$ cat src/sdc_pkg.sv
package sdc_pkg;

  typedef struct packed {
    logic        kind;
    logic [31:0] local_offset;
    logic [63:0] remote_addr;
    logic [63:0] block_bytes;
    logic [63:0] run_bytes;
    logic [63:0] stride_a;
    logic [63:0] stride_b;
    logic [63:0] stride_c;
    logic [63:0] count_a;
    logic [63:0] count_b;
    logic [63:0] count_c;
    logic [7:0]  elem_format;
  } sdc_in_t;

  typedef struct packed {
    logic        status;
    logic [31:0] element_count;
    logic [31:0] encoded_count_a;
    logic [31:0] encoded_count_b;
    logic [31:0] encoded_count_c;
    logic [63:0] source_end;
    logic [63:0] dest_end;
  } sdc_out_t;

  // classified request handed from front to back
  typedef struct packed {
    logic        bad;
    logic        kind;
    logic [31:0] elems;
    logic [31:0] cm1_a;
    logic [31:0] cm1_b;
    logic [31:0] cm1_c;
    logic [31:0] stride_a;
    logic [31:0] stride_b;
    logic [31:0] stride_c;
    logic [64:0] rem_base;
    logic [64:0] loc_end;
  } sdc_cls_t;

  // log2 of element size; returns 2'b00 for unknown and packed too
  function automatic logic [1:0] fmt_shift(input logic [7:0] fmt);
    logic [1:0] s;
    s = 2'd0;
    case (fmt)
      8'd1, 8'd2, 8'd3, 8'd9:   s = 2'd1;
      8'd4, 8'd5, 8'd6, 8'd10:  s = 2'd2;
      8'd11, 8'd12:             s = 2'd3;
      default:                  s = 2'd0;
    endcase
    return s;
  endfunction

endpackage

$ cat src/sdc_front.sv
module sdc_front (
  input  logic              clk,
  input  logic              rst_n,
  input  logic              in_push,
  output logic              in_full,
  input  sdc_pkg::sdc_in_t  in_data,
  output logic              f_valid,
  input  logic              f_ready,
  output sdc_pkg::sdc_cls_t f_data
);

  logic              v_r;
  sdc_pkg::sdc_cls_t d_r;
  sdc_pkg::sdc_cls_t d_nxt;
  logic [1:0]        sh;
  logic              packed_fmt;
  logic              bad;
  logic [63:0]       elems64;

  assign in_full = v_r && !f_ready;
  assign f_valid = v_r;
  assign f_data  = d_r;

  always_comb begin
    sh         = sdc_pkg::fmt_shift(in_data.elem_format);
    packed_fmt = (in_data.elem_format == 8'd7);
    bad = (in_data.count_a == 64'd0) || (in_data.count_b == 64'd0) ||
          (in_data.count_c == 64'd0) ||
          (in_data.count_a[63:32] != 32'd0) || (in_data.count_b[63:32] != 32'd0) ||
          (in_data.count_c[63:32] != 32'd0) ||
          (in_data.stride_a[63:32] != 32'd0) || (in_data.stride_b[63:32] != 32'd0) ||
          (in_data.stride_c[63:32] != 32'd0) ||
          (in_data.block_bytes == 64'd0) || (in_data.run_bytes == 64'd0) ||
          (in_data.run_bytes > in_data.block_bytes) ||
          (in_data.elem_format > 8'd12);
    if (packed_fmt) begin
      elems64 = {in_data.run_bytes[60:0], 3'b000};
      bad = bad || (in_data.run_bytes[63:29] != 35'd0);
    end else begin
      elems64 = in_data.run_bytes >> sh;
      case (sh)
        2'd1:    bad = bad || in_data.run_bytes[0];
        2'd2:    bad = bad || (in_data.run_bytes[1:0] != 2'd0);
        2'd3:    bad = bad || (in_data.run_bytes[2:0] != 3'd0);
        default: bad = bad;
      endcase
      bad = bad || (elems64[63:32] != 32'd0);
    end
    d_nxt.bad         = bad;
    d_nxt.kind        = in_data.kind;
    d_nxt.elems       = elems64[31:0];
    d_nxt.cm1_a       = in_data.count_a[31:0] - 32'd1;
    d_nxt.cm1_b       = in_data.count_b[31:0] - 32'd1;
    d_nxt.cm1_c       = in_data.count_c[31:0] - 32'd1;
    d_nxt.stride_a    = in_data.stride_a[31:0];
    d_nxt.stride_b    = in_data.stride_b[31:0];
    d_nxt.stride_c    = in_data.stride_c[31:0];
    // remote start plus one inner run; the back adds the stride products
    d_nxt.rem_base    = {1'b0, in_data.remote_addr} + {1'b0, in_data.run_bytes};
    d_nxt.loc_end     = {33'd0, in_data.local_offset} + {1'b0, in_data.block_bytes};
  end

  always_ff @(posedge clk) begin
    if (!rst_n) begin
      v_r <= 1'b0;
    end else if (!in_full) begin
      v_r <= in_push;
    end
    if (in_push && !in_full) begin
      d_r <= d_nxt;
    end
  end

endmodule

$ cat config.mk
export PLATFORM = sky130hd
export DESIGN_NAME = sdc_front
export DESIGN_NICKNAME = d
export VERILOG_FILES = /design/src/sdc_pkg.sv /design/src/sdc_front.sv
export SDC_FILE = /design/constraint.sdc
export NUM_CORES = 1
export LEC_CHECK = 0
export ABC_AREA = 1
export BUFFER_PORTS_ARGS = -buffer_cell sky130_fd_sc_hd__buf_2
export CAP_MARGIN = 20
export CORE_AREA = 3 3 385 387
export CTS_CLUSTER_DIAMETER = 30
export CTS_CLUSTER_SIZE = 28
export DETAILED_ROUTE_END_ITERATION = 7
export DIE_AREA = 0 0 388 390
export SLEW_MARGIN = 0
export SYNTH_ARGS = -nofsm -noshare
export SYNTH_HDL_FRONTEND = slang
export SYNTH_SLANG_ARGS = --single-unit
export TNS_END_PERCENT = 1
$ cat constraint.sdc
create_clock -name clk -period 37.6 [get_ports clk]
set_input_delay 3.76 -clock clk [delete_from_list [all_inputs] [get_ports clk]]
set_output_delay 3.76 -clock clk [all_outputs]
set_load 0.1 [all_outputs]
==> results.py <==
metrics = {
    "final_layout": {
        "area_growth_pct": 43.6,
        "mostFrequentLayoutCells": "buf_2 (978), nand2_1 (940), nor2_1 (526)",
        "drive_above_1_share": 0.270,
        "instances_no_fill": 6526,
        "final_nets": 5279,
        "final_common_cell": "buf_2",
    },
    "global_route": {
        "grt_antenna_before_repair": 89,
        "grt_max_degree": 77,
        "grt_first_pass_wirelength_um": 210000,
        "grt_pass1_vias": 27200,
        "grt_util_all_layers": 0.200,
        "overflow": 0,
    },
    "sta": {
        "period_needed_ns": 8.43,
        "hold_viol": 0,
        "finalSetupViolations": 0,
        "worst_slew_pin_slew_ns": 1.00,
        "post-route-period-util": 0.224,
        "slew_violations": 0,
        "max_freq_mhz": 119,
        "setup_tns_ns": 0,
        "fin_worst_skew_ns": 0.0987,
        "rsz0062_at_grt": "false",
        "max_slew_margin": 0.331,
    },
    "clocking": {
        "cts_root_buf": "clkbuf_16",
        "htree_levels": 3,
        "cts_tree": "done",
        "post_cts_buffers": 0,
        "insertion_delay_ns": 0.72,
        "clock_path_buffers": 3,
        "clkTransAtPathRegs_ns": 0.05,
        "cts_buffers": 110,
        "cts-resized-gates": 0,
        "clock-sinks": 357,
        "cts_hold_buffers": 0,
    },
    "pwr": {
        "power_leakage_nw": 17.7,
        "p_sw_mw": 0.734,
        "power_density_mw_per_mm2": 53.7,
        "switching_share": 0.369,
        "clockPowerShare": 0.488,
        "comb_power_share": 0.263,
        "intPower_mw": 1.26,
        "seq_power_share": 0.249,
        "ir_worst_vdd_v": 0.0000312,
    },
    "synthesis": {
        "synthFlopType": "edfxtp_1",
        "syn_inst": 3411,
        "synth_top_area_cell": "edfxtp_1",
        "synth.distinct_cells": 49,
        "yosys-top-cells-area": "edfxtp_1 (41%), nand2_1 (14%), ha_1 (8.0%)",
        "synth.avg_cell_area_um2": 7.58,
        "netlist_area_mm2": 0.0259,
        "syn_nets": 4200,
        "synthArstFlopShare": 0,
        "yosys.area.top_type_share": 0.413,
        "synth_edf_count": 356,
        "yosys_warnings": 0,
        "ys_seq_area_frac": 0.414,
        "synth-seq-cells": 357,
    },
    "min_path": {
        "hp-class": "reg2reg",
        "holdCritStartpoint": "f_valid",
        "min_to": "f_valid",
        "min_path_cells": 2,
    },
    "setup_path": {
        "crit_type": "in2out",
        "cp-start-kind": "input port",
        "cp_data_arrival_time_ns": 4.67,
        "critPathRequiredTime_ns": 33.84,
        "cp_max_fo": 2,
        "reg2reg_to": "f_data[189]",
        "path_cells": "buf_2 > inv_1 > nand2_1 > inv_1 > buf_2",
        "r2r_start": "f_valid",
        "crit_slowest_cell": "buf_2",
        "cp_slowest_stage_delay_ns": 0.45,
        "critPathLaunch": "f_ready",
        "rr_worst_depth": 6,
        "cp-end-kind": "output pin",
        "r2r_setup_slack_ns": 34.18,
    },
    "place": {
        "gp_congestion": 0.974,
        "hpwl_um": 138000,
        "port_buffers": 978,
        "placed_cells": 6295,
    },
    "drt": {
        "vias": 28200,
        "drt_first_pass_iters": 7,
        "wl_per_cell_um": 24.3,
        "drt_iter0_drc": 2169,
        "ant_nets": 0,
        "wl_um": 158000,
        "avgViaCountPerCell": 4.32,
        "drc_errors": 0,
    },
    "floorplan": {
        "coreArea_mm2": 0.145,
        "fp.dieH_um": 390,
        "num_rows": 140,
        "initial_core_util": 0.178,
        "io_pins": 979,
        "die_area_mm2": 0.151,
        "die_w_um": 388,
    },
    "job": {
        "max_cap_viol_count": 0,
    },
    "run_status": {
        "outcome": "finished, final reports clean",
    },
}
worst max-delay path, delay by kind of cell:
| family | cells | cell delay (ns) |
|---|---|---|
| AND/OR/NAND/NOR | 1 | 0.09 |
| buffers and inverters | 4 | 0.82 |
cells by family (layout without fill, tap and decap cells):
| kind of cell | count (synthesis) | in the layout | synth area share |
|---|---|---|---|
| other cells | 0 | 28 | 0 |
| buf+inv | 525 | 1695 | 0.0776 |
| flops | 357 | 357 | 0.414 |
| compound gates | 373 | 373 | 0.0768 |
| fa+ha+maj | 168 | 168 | 0.0819 |
| xor+xnor | 141 | 141 | 0.0478 |
| simple gates | 1847 | 1847 | 0.302 |
stage by stage:
| step | util | hold slack (ns) | setup WS (ns) | cell area, um2 | power, mW |
|---|---|---|---|---|---|
| floorplan | - | 0.944 | 17.34 | 25900 | 0.861 |
| global placement | 0.228 | 0.649 | 29.13 | 33100 | 1.02 |
| detailed placement | 0.228 | 0.634 | 29.16 | 33100 | 1.03 |
| CTS | 0.255 | 0.642 | 29.16 | 37100 | 2.02 |
| global route | 0.255 | 0.642 | 29.16 | 37100 | 2.07 |
| finish | 0.256 | 0.633 | 29.17 | 37100 | 1.99 |
Yosys cell counts (all sizes together) (6+ instances only):
cell type    n
nand3b       9
o22ai       17
clkbuf      12
xnor2       21
nand4       67
o21ai      154
nand3      175
nor4        16
nor2       551
nor3        64
a31oi       14
xor2       120
buf          7
a21oi      171
o21bai       6
edfxtp     356
ha         166
nand2      949
inv        506
and2         6
metal layers:
layer	share of wire	global-route usage	wire [um]	up-vias
li1	-	-	-	13400
met1	0.40	0.234	63000	13100
met2	0.48	0.349	76700	1338
met3	0.081	0.0555	12900	305
met4	0.036	0.0689	5670	24
met5	0.0010	0	161	-
sequential cells by signal (all words and copies together), names as in the netlist:
signal	flops
f_data	356
f_valid	1
how the worst max path moves through the flow:
stage                      endpoint  slack (ns)  depth (start not counted)
after CTS                   in_full       29.16                          5
after floorplan           f_data[0]       17.34                          4
after detailed placement    in_full       29.16                          5
after global placement      in_full       29.13                          5
after global routing        in_full       29.16                          5
final                       in_full       29.17                          5
power by group through the flow:
stage	registers, mW	clock network [mW]	logic [mW]
after global placement	0.502	0	0.522
after CTS	0.496	0.995	0.526
final	0.495	0.972	0.524
after floorplan	0.729	0	0.132
after detailed placement	0.502	0	0.524
after global routing	0.498	1.02	0.552
final cells by class:
class,count,area (um2)
Fill cell,16200,108000
Tap cell,1917,2400
Clock inverter,75,1120
Inverter,506,1900
Multi-Input combinational cell,2529,13200
Sequential cell,357,10700
Antenna cell,28,70.1
Timing Repair Buffer,986,4950
Clock buffer,128,2820
No activity file was read; power rests on OpenSTA's default activity.
